--- src/hw/rtl/dqsr_pkg.sv ---
`timescale 1ns / 1ps

package dqsr_pkg;

    // Field widths of the request and response
    localparam int KIND_W   = 3;
    localparam int DATA_W   = 32;
    localparam int STATUS_W = 2;
    localparam int COUNT_W  = 5;

    typedef logic [KIND_W-1:0]          kind_t;
    typedef logic signed [DATA_W-1:0]   data_t;
    typedef logic [STATUS_W-1:0]        status_t;
    typedef logic [COUNT_W-1:0]         count_t;

    // Operation codes
    localparam kind_t KIND_PUSH_FRONT = 3'd0;
    localparam kind_t KIND_PUSH_BACK  = 3'd1;
    localparam kind_t KIND_POP_FRONT  = 3'd2;
    localparam kind_t KIND_POP_BACK   = 3'd3;
    localparam kind_t KIND_REPLACE    = 3'd4;

    // Status codes
    localparam status_t ST_OK        = 2'd0;
    localparam status_t ST_FULL      = 2'd1;
    localparam status_t ST_EMPTY     = 2'd2;
    localparam status_t ST_NOT_FOUND = 2'd3;

endpackage

--- src/hw/rtl/dqsr_ifs.sv ---
`timescale 1ns / 1ps

// Request channel: one operation per request
interface dqsr_req_if import dqsr_pkg::*; ();
    logic  valid;
    logic  ready;
    kind_t kind;
    data_t value;
    data_t new_value;

    modport source (output valid, output kind, output value, output new_value, input ready);
    modport sink   (input valid, input kind, input value, input new_value, output ready);
endinterface

// Response channel: one result per request
interface dqsr_rsp_if import dqsr_pkg::*; ();
    logic    valid;
    logic    ready;
    status_t status;
    data_t   popped_value;
    count_t  entry_count;

    modport source (output valid, output status, output popped_value, output entry_count,
                    input ready);
    modport sink   (input valid, input status, input popped_value, input entry_count,
                    output ready);
endinterface

--- src/hw/rtl/deque_with_search_replace.sv ---
`timescale 1ns / 1ps
// channel | dir | payload                          | handshake
// req     | in  | kind, value, new_value           | valid/ready
// rsp     | out | status, popped_value, entry_count | valid/ready
//
// One request at a time. Push: S_EXEC decides and writes the entry, S_FINISH hands over the
// result; pop: S_EXEC reads the entry memory, S_PICK takes the registered data, then S_FINISH.
// Replace scans the ring one entry per cycle through the single read port.
// Reset (rst_n, asynchronous) empties the deque; memory contents are not cleared.
// A finished result waits in a stage of its own; a stall on rsp holds it there
// and delays only the next result, not acceptance of the next request.

module deque_with_search_replace
    import dqsr_pkg::*;
#(
    parameter int CAPACITY   = 16,
    parameter int VALUE_BITS = 32
)
(
    input  logic         clk,
    input  logic         rst_n,
    dqsr_req_if.sink     req,
    dqsr_rsp_if.source   rsp
);

    localparam int AW = (CAPACITY > 1) ? $clog2(CAPACITY) : 1;
    localparam int CW = $clog2(CAPACITY + 1);

    localparam logic [CW-1:0] CAP_CNT = CW'(CAPACITY);
    localparam logic [CW:0]   CAP_EXT = (CW + 1)'(CAPACITY);
    localparam logic [AW-1:0] LAST_IDX = AW'(CAPACITY - 1);

    typedef enum logic [2:0] {
        S_IDLE,
        S_EXEC,
        S_PICK,
        S_SCAN,
        S_FINISH
    } state_t;

    // Entry memory with registered read
    logic [VALUE_BITS-1:0] mem [CAPACITY];
    logic [VALUE_BITS-1:0] rdata_reg;
    logic                  mem_we;
    logic [AW-1:0]         mem_waddr;
    logic [VALUE_BITS-1:0] mem_wdata;
    logic [AW-1:0]         mem_raddr;

    state_t                state_reg, state_next;
    logic [AW-1:0]         front_reg, front_next;
    logic [CW-1:0]         count_reg, count_next;
    logic [CW-1:0]         scan_idx_reg, scan_idx_next;
    kind_t                 op_kind_reg, op_kind_next;
    logic [VALUE_BITS-1:0] op_value_reg, op_value_next;
    logic [VALUE_BITS-1:0] op_new_reg, op_new_next;
    status_t               res_status_reg, res_status_next;
    data_t                 res_popped_reg, res_popped_next;
    logic                  rsp_valid_reg, rsp_valid_next;
    status_t               out_status_reg, out_status_next;
    data_t                 out_popped_reg, out_popped_next;
    count_t                out_count_reg, out_count_next;

    logic [VALUE_BITS+DATA_W-1:0] val_ext;
    logic [VALUE_BITS+DATA_W-1:0] new_ext;
    logic [VALUE_BITS+DATA_W-1:0] rdata_ext;
    logic [CW+COUNT_W-1:0]        count_ext;
    logic [CW-1:0]                scan_nxt;
    logic                         is_full;
    logic                         is_empty;

    // Ring position of an offset from the front
    function automatic logic [AW-1:0] slot_of(input logic [AW-1:0] front,
                                              input logic [CW-1:0] offset);
        logic [CW:0] sum;
        logic [CW:0] wrapped;
        sum     = {{(CW + 1 - AW){1'b0}}, front} + {1'b0, offset};
        wrapped = (sum >= CAP_EXT) ? sum - CAP_EXT : sum;
        return wrapped[AW-1:0];
    endfunction

    // Fit request values to the stored width and results to the port width
    assign val_ext   = {{VALUE_BITS{1'b0}}, req.value};
    assign new_ext   = {{VALUE_BITS{1'b0}}, req.new_value};
    assign rdata_ext = {{DATA_W{1'b0}}, rdata_reg};
    assign count_ext = {{COUNT_W{1'b0}}, count_reg};
    assign scan_nxt  = scan_idx_reg + 1'b1;
    assign is_full   = (count_reg == CAP_CNT);
    assign is_empty  = (count_reg == '0);

    assign req.ready        = (state_reg == S_IDLE);
    assign rsp.valid        = rsp_valid_reg;
    assign rsp.status       = out_status_reg;
    assign rsp.popped_value = out_popped_reg;
    assign rsp.entry_count  = out_count_reg;

    // Sequence one request: decide, read, scan, hand over the result
    always_comb
    begin
        state_next      = state_reg;
        front_next      = front_reg;
        count_next      = count_reg;
        scan_idx_next   = scan_idx_reg;
        op_kind_next    = op_kind_reg;
        op_value_next   = op_value_reg;
        op_new_next     = op_new_reg;
        res_status_next = res_status_reg;
        res_popped_next = res_popped_reg;
        rsp_valid_next  = rsp_valid_reg;
        out_status_next = out_status_reg;
        out_popped_next = out_popped_reg;
        out_count_next  = out_count_reg;
        mem_we          = 1'b0;
        mem_waddr       = '0;
        mem_wdata       = '0;
        mem_raddr       = '0;

        // Drop a result once taken
        if (rsp_valid_reg && rsp.ready)
        begin
            rsp_valid_next = 1'b0;
        end

        case (state_reg)
            S_IDLE:
            begin
                if (req.valid)
                begin
                    op_kind_next  = req.kind;
                    op_value_next = val_ext[VALUE_BITS-1:0];
                    op_new_next   = new_ext[VALUE_BITS-1:0];
                    state_next    = S_EXEC;
                end
            end

            S_EXEC:
            begin
                res_status_next = ST_OK;
                res_popped_next = '0;
                state_next      = S_FINISH;
                case (op_kind_reg)
                    KIND_PUSH_FRONT:
                    begin
                        if (is_full)
                        begin
                            res_status_next = ST_FULL;
                        end
                        else
                        begin
                            front_next = (front_reg == '0) ? LAST_IDX : front_reg - 1'b1;
                            mem_we     = 1'b1;
                            mem_waddr  = front_next;
                            mem_wdata  = op_value_reg;
                            count_next = count_reg + 1'b1;
                        end
                    end
                    KIND_PUSH_BACK:
                    begin
                        if (is_full)
                        begin
                            res_status_next = ST_FULL;
                        end
                        else
                        begin
                            mem_we     = 1'b1;
                            mem_waddr  = slot_of(front_reg, count_reg);
                            mem_wdata  = op_value_reg;
                            count_next = count_reg + 1'b1;
                        end
                    end
                    KIND_POP_FRONT:
                    begin
                        if (is_empty)
                        begin
                            res_status_next = ST_EMPTY;
                        end
                        else
                        begin
                            mem_raddr  = front_reg;
                            front_next = (front_reg == LAST_IDX) ? '0 : front_reg + 1'b1;
                            count_next = count_reg - 1'b1;
                            state_next = S_PICK;
                        end
                    end
                    KIND_POP_BACK:
                    begin
                        if (is_empty)
                        begin
                            res_status_next = ST_EMPTY;
                        end
                        else
                        begin
                            mem_raddr  = slot_of(front_reg, count_reg - 1'b1);
                            count_next = count_reg - 1'b1;
                            state_next = S_PICK;
                        end
                    end
                    KIND_REPLACE:
                    begin
                        if (is_empty)
                        begin
                            res_status_next = ST_NOT_FOUND;
                        end
                        else
                        begin
                            mem_raddr     = front_reg;
                            scan_idx_next = '0;
                            state_next    = S_SCAN;
                        end
                    end
                    default:
                    begin
                        res_status_next = ST_OK;
                    end
                endcase
            end

            S_PICK:
            begin
                res_popped_next = rdata_ext[DATA_W-1:0];
                state_next      = S_FINISH;
            end

            S_SCAN:
            begin
                // Fetch the next entry while comparing this one
                mem_raddr = slot_of(front_reg, scan_nxt);
                if (rdata_reg == op_value_reg)
                begin
                    mem_we          = 1'b1;
                    mem_waddr       = slot_of(front_reg, scan_idx_reg);
                    mem_wdata       = op_new_reg;
                    res_status_next = ST_OK;
                    state_next      = S_FINISH;
                end
                else if (scan_nxt == count_reg)
                begin
                    res_status_next = ST_NOT_FOUND;
                    state_next      = S_FINISH;
                end
                else
                begin
                    scan_idx_next = scan_nxt;
                end
            end

            S_FINISH:
            begin
                // Hold the result until the output stage is free
                if (!rsp_valid_reg || rsp.ready)
                begin
                    rsp_valid_next  = 1'b1;
                    out_status_next = res_status_reg;
                    out_popped_next = res_popped_reg;
                    out_count_next  = count_ext[COUNT_W-1:0];
                    state_next      = S_IDLE;
                end
            end

            default:
            begin
                state_next = S_IDLE;
            end
        endcase
    end

    // Hold state and registered outputs
    always_ff @(posedge clk or negedge rst_n)
    begin
        if (!rst_n)
        begin
            state_reg      <= S_IDLE;
            front_reg      <= '0;
            count_reg      <= '0;
            scan_idx_reg   <= '0;
            op_kind_reg    <= KIND_PUSH_FRONT;
            op_value_reg   <= '0;
            op_new_reg     <= '0;
            res_status_reg <= ST_OK;
            res_popped_reg <= '0;
            rsp_valid_reg  <= 1'b0;
            out_status_reg <= ST_OK;
            out_popped_reg <= '0;
            out_count_reg  <= '0;
        end
        else
        begin
            state_reg      <= state_next;
            front_reg      <= front_next;
            count_reg      <= count_next;
            scan_idx_reg   <= scan_idx_next;
            op_kind_reg    <= op_kind_next;
            op_value_reg   <= op_value_next;
            op_new_reg     <= op_new_next;
            res_status_reg <= res_status_next;
            res_popped_reg <= res_popped_next;
            rsp_valid_reg  <= rsp_valid_next;
            out_status_reg <= out_status_next;
            out_popped_reg <= out_popped_next;
            out_count_reg  <= out_count_next;
        end
    end

    // Write and read the entry memory
    always_ff @(posedge clk)
    begin
        if (mem_we)
        begin
            mem[mem_waddr] <= mem_wdata;
        end
        rdata_reg <= mem[mem_raddr];
    end

    // Occupancy never passes the capacity
    assert property (@(posedge clk) disable iff (!rst_n) count_reg <= CAP_CNT)
        else $error("deque count above capacity");

    // Front pointer stays inside the ring
    assert property (@(posedge clk) disable iff (!rst_n) front_reg <= LAST_IDX)
        else $error("front pointer outside ring");

    // An accepted request goes straight to the decision step
    assert property (@(posedge clk) disable iff (!rst_n)
        req.valid && req.ready |=> state_reg == S_EXEC)
        else $error("accepted request not executed");

    // An empty status always reports an empty deque
    assert property (@(posedge clk) disable iff (!rst_n)
        rsp_valid_reg && out_status_reg == ST_EMPTY |-> out_count_reg == '0)
        else $error("empty status with entries held");

endmodule

--- src/flat_wrapper.sv ---
// flat-port wrapper written by rule: the top's interface ports become plain ports
module deque_with_search_replace_flat import dqsr_pkg::*;
#(
    parameter int CAPACITY   = 16,
    parameter int VALUE_BITS = 32
)
  (clk, rst_n, req_valid, req_kind, req_value, req_new_value, req_ready, rsp_valid, rsp_status, rsp_popped_value, rsp_entry_count, rsp_ready);
  dqsr_req_if req_i ();
  dqsr_rsp_if rsp_i ();
  input  logic clk;
  input  logic rst_n;
  input wire logic [$bits(req_i.valid)-1:0] req_valid;
  input wire logic [$bits(req_i.kind)-1:0] req_kind;
  input wire logic [$bits(req_i.value)-1:0] req_value;
  input wire logic [$bits(req_i.new_value)-1:0] req_new_value;
  output wire logic [$bits(req_i.ready)-1:0] req_ready;
  output wire logic [$bits(rsp_i.valid)-1:0] rsp_valid;
  output wire logic [$bits(rsp_i.status)-1:0] rsp_status;
  output wire logic [$bits(rsp_i.popped_value)-1:0] rsp_popped_value;
  output wire logic [$bits(rsp_i.entry_count)-1:0] rsp_entry_count;
  input wire logic [$bits(rsp_i.ready)-1:0] rsp_ready;
  assign req_i.valid = req_valid;
  assign req_i.kind = req_kind;
  assign req_i.value = req_value;
  assign req_i.new_value = req_new_value;
  assign req_ready = req_i.ready;
  assign rsp_valid = rsp_i.valid;
  assign rsp_status = rsp_i.status;
  assign rsp_popped_value = rsp_i.popped_value;
  assign rsp_entry_count = rsp_i.entry_count;
  assign rsp_i.ready = rsp_ready;
  deque_with_search_replace #(.CAPACITY(CAPACITY), .VALUE_BITS(VALUE_BITS)) u_core (.clk(clk), .rst_n(rst_n), .req(req_i), .rsp(rsp_i));
endmodule
--- config.mk ---
export PLATFORM = sky130hd
export DESIGN_NAME = deque_with_search_replace_flat
export DESIGN_NICKNAME = d
export VERILOG_FILES = /design/src/hw/rtl/dqsr_pkg.sv /design/src/hw/rtl/dqsr_ifs.sv /design/src/hw/rtl/deque_with_search_replace.sv /design/src/flat_wrapper.sv
export SDC_FILE = /design/constraint.sdc
export NUM_CORES = 1
export LEC_CHECK = 0
export ABC_AREA = 0
export BUFFER_PORTS_ARGS = -buffer_cell sky130_fd_sc_hd__buf_2
export CAP_MARGIN = 10
export CELL_PAD_IN_SITES_DETAIL_PLACEMENT = 1
export CELL_PAD_IN_SITES_GLOBAL_PLACEMENT = 1
export CORE_ASPECT_RATIO = 0.9
export CORE_UTILIZATION = 30
export CTS_CLUSTER_DIAMETER = 60
export DETAILED_ROUTE_END_ITERATION = 10
export GPL_TIMING_DRIVEN = 0
export PLACE_DENSITY_LB_ADDON = 0.08
export SETUP_SLACK_MARGIN = 0.15
export SLEW_MARGIN = 20
export SYNTH_ARGS = -nofsm -noshare
export SYNTH_HDL_FRONTEND = slang
export SYNTH_SLANG_ARGS = --single-unit
--- constraint.sdc ---
create_clock -name clk -period 9.37 [get_ports clk]
set_input_delay 0.4685 -clock clk [delete_from_list [all_inputs] [get_ports clk]]
set_output_delay 0.4685 -clock clk [all_outputs]
set_load 0.01 [all_outputs]
==> impl_metrics.json <==
{
  "combPwrFrac": 0.270,
  "wl_per_cell_um": 27.8,
  "synth_common_cells": "512 x edfxtp_1, 396 x nand2_1, 158 x dfrtp_1",
  "async_reset_ff_frac": 0.225,
  "initial_utilization": 0.304,
  "critPathCaptureType": "flop",
  "cp.required_ns": 9.71,
  "finalCritPeriodShare": 0.553,
  "hp-class": "in2reg",
  "clock.fmax_mhz": 193,
  "yosysTopAreaCellShare": 0.542,
  "top_usage_layer": "met2",
  "pin_count": 112,
  "yosysUniqueCellTypes": 62,
  "multi_input_area_mm2": 0.00789,
  "rsz0062_at_grt": "false",
  "drc": 0,
  "fin_cells": 3564,
  "gr-usage-met3": 0.0305,
  "setup_violations": 0,
  "postRouteAntennaNets": 0,
  "fp.coreArea_mm2": 0.0932,
  "h-tree-depth": 3,
  "p_sw_mw": 3.45,
  "holdWs_ns": 0.0548,
  "cts_tree": "done",
  "cts_root_buffer": "clkbuf_16",
  "die_h_um": 294,
  "finalNetCount": 2349,
  "dieArea_mm2": 0.0958,
  "via_per_inst": 5.10,
  "status": "complete, no violations",
  "fillCellCount": 9625,
  "pre_cts_ws_ns": 4.04,
  "largest_reg_flops": 512,
  "dr.pass1.iters": 4,
  "grt.met2_usage": 0.325,
  "power_density_mw_per_mm2": 302,
  "critPathLaunchType": "flop",
  "slew_headroom": 0.217,
  "tightest_slew_ns": 1.17,
  "post-route-min-period_ns": 5.19,
  "syn_area_per_cell_um2": 14.0,
  "final_util": 0.365,
  "io_buffer_count": 111,
  "drv_slew": 0,
  "grt_max_degree": 81,
  "clock_sinks": 702,
  "placed_cell_area_mm2": 0.0314,
  "met1_usage": 0.302,
  "fin_worst_skew_ns": 0.0293,
  "syn_area_mm2": 0.0284,
  "first_global_vias": 18982,
  "synthCells": 2026,
  "antenna_found_initial": 3,
  "totalPowerFinal_mw": 10.3,
  "p_seq_frac": 0.420,
  "ys_warn_count": 0,
  "die_w_um": 326,
  "cts_buffer_depth": 3,
  "syn-num-nets": 2119,
  "yosysTopAreaCell": "edfxtp_1",
  "ys_seq_elements": 702,
  "cp.arrival_ns": 5.53,
  "finalHoldViolCount": 0,
  "crit_type": "reg2reg",
  "pwr-share-clk": 0.309,
  "track_usage": 0.208,
  "clk_pin_slew_ns": 0.06,
  "peakVddDrop_mv": 0.144,
  "synthMostInstantiatedCell": "edfxtp_1",
  "synth_area_leaders": "edfxtp_1 54%, dfrtp_1 14%, nand2_1 5.2%, mux2_2 4.2%, a21oi_1 2.6%",
  "drt_iter0_markers": 1205,
  "final_layout_size_suffix_gt1_frac": 0.191,
  "synth_ff_type": "edfxtp_1",
  "cts_made_buffers": 82,
  "hpwl_um": 68900,
  "leakage_nw": 12.3,
  "fin_area_mm2": 0.0340,
  "area_delta_synth_final_pct": 20.0,
  "num_rows": 106,
  "power.internal_mw": 6.82,
  "drt_wl_total_um": 99000,
  "drv_cap": 0,
  "place_congestion": 0.778,
  "vias": 18170,
  "register_area_mm2": 0.0200,
  "synth-edff-count": 512,
  "insertion_delay_ns": 0.65,
  "synth_seq_area_share": 0.704,
  "grt_pass1_wl_um": 142000,
  "cp_max_fo": 17,
  "fin_ws_ns": 4.18,
  "grt.overflow.total": 0,
  "dp.cells": 3413,
  "sw_frac_of_total": 0.336,
  "tns_ns": 0,
  "top_register": "u_core.mem"
}
repair_timing:
action	CTS	global route
hold endpoints to repair	79	0
setup buffers	0	0
hold buffers	1	0
gates resized for setup	0	0
worst max-delay path, cell delays in order, from the launching register on:
cell	delay, ns
dfrtp_1	0.50
xor2_1	0.22
nor4_1	0.82
nand2_1	0.18
nor4_1	0.90
clkbuf_1	0.64
a21o_1	0.15
o221ai_1	0.41
nor2_4	0.80
buf_16	0.25
cell usage in the layout (no fill, tap or decap), types with 9 or more instances in the layout:
master	synthesis	layout
a2111oi_0	43	35
a2111oi_1	20	28
a211oi_1	33	33
a21oi_1	147	147
a22o_1	65	65
a22oi_1	33	33
buf_1	22	21
buf_12	0	12
buf_16	0	18
buf_2	32	144
buf_4	8	9
clkbuf_1	63	89
clkbuf_16	0	82
clkbuf_8	0	9
clkinv_2	0	12
dfrtp_1	158	158
dfxtp_1	32	32
edfxtp_1	512	512
ha_1	18	18
inv_1	15	15
mux2_2	107	107
mux2i_1	51	51
nand2_1	396	396
nand2b_1	9	9
nor2_1	36	20
nor2_4	0	16
nor4_1	10	9
o21ai_0	39	39
o221ai_1	32	32
xnor2_1	16	16
xor2_1	45	45
logic make-up (layout without fill, tap and decap cells):
kind of cell	Yosys count	after routing	share of synthesized area
muxes	158	158	0.0605
DFF	702	702	0.704
AOI/OAI and AO/OA	442	442	0.110
other	0	1	0
adders and majority gates	22	22	0.0108
xor gates and xnor gates	61	61	0.0188
buffers and inverters	144	439	0.0226
and+or+nand+nor	497	497	0.0734
layer usage:
metal  share of wire  vias to the layer above
li1                -                     8081
met1            0.48                     9554
met2            0.45                      406
met3           0.042                      129
met4           0.020                        0
met5               0                        -
power by group through the flow:
stage,clock network [mW],logic (mW),registers [mW]
6_report,3.18,2.78,4.32
5_1_grt,3.36,3.03,4.37
4_1_cts,3.25,2.84,4.32
3_5_place_dp,0,2.83,4.38
3_3_place_gp,0,2.73,4.38
2_1_floorplan,0,1.63,4.25
layout make-up:
cell class | instances | area share
well taps | 1242 | 0.0457
multi-input cells | 1180 | 0.232
inverters | 15 | 0.00165
clock inverters | 31 | 0.0104
diodes | 1 | 0.0000735
repair buffers | 146 | 0.0395
plain buffers | 129 | 0.0172
flip-flops and latches | 702 | 0.587
clock buffers | 118 | 0.0669
worst paths after layout:
kind	cells past startpoint	end	slack (ns)	from
setup / recovery	9	u_core.mem[7][19]$_DFFE_PP_	4.18	u_core.op_value_reg[28]$_DFFE_PN0P_
max in group asynchronous	3	u_core.rsp.popped_value[24]$_DFFE_PN0P_	8.04	rst_n
hold / removal	2	u_core.op_new_reg[24]$_DFFE_PN0P_	0.05	req_new_value[24]
min in group asynchronous	2	u_core.count_reg[1]$_DFFE_PN0P_	0.46	rst_n
setup reg to reg	9	u_core.mem[7][19]$_DFFE_PP_	4.18	u_core.op_value_reg[28]$_DFFE_PN0P_
hold reg to reg	2	u_core.rsp.entry_count[0]$_DFFE_PN0P_	0.48	u_core.rsp.entry_count[0]$_DFFE_PN0P_
Note: power is estimated with default switching activity, not from simulation.
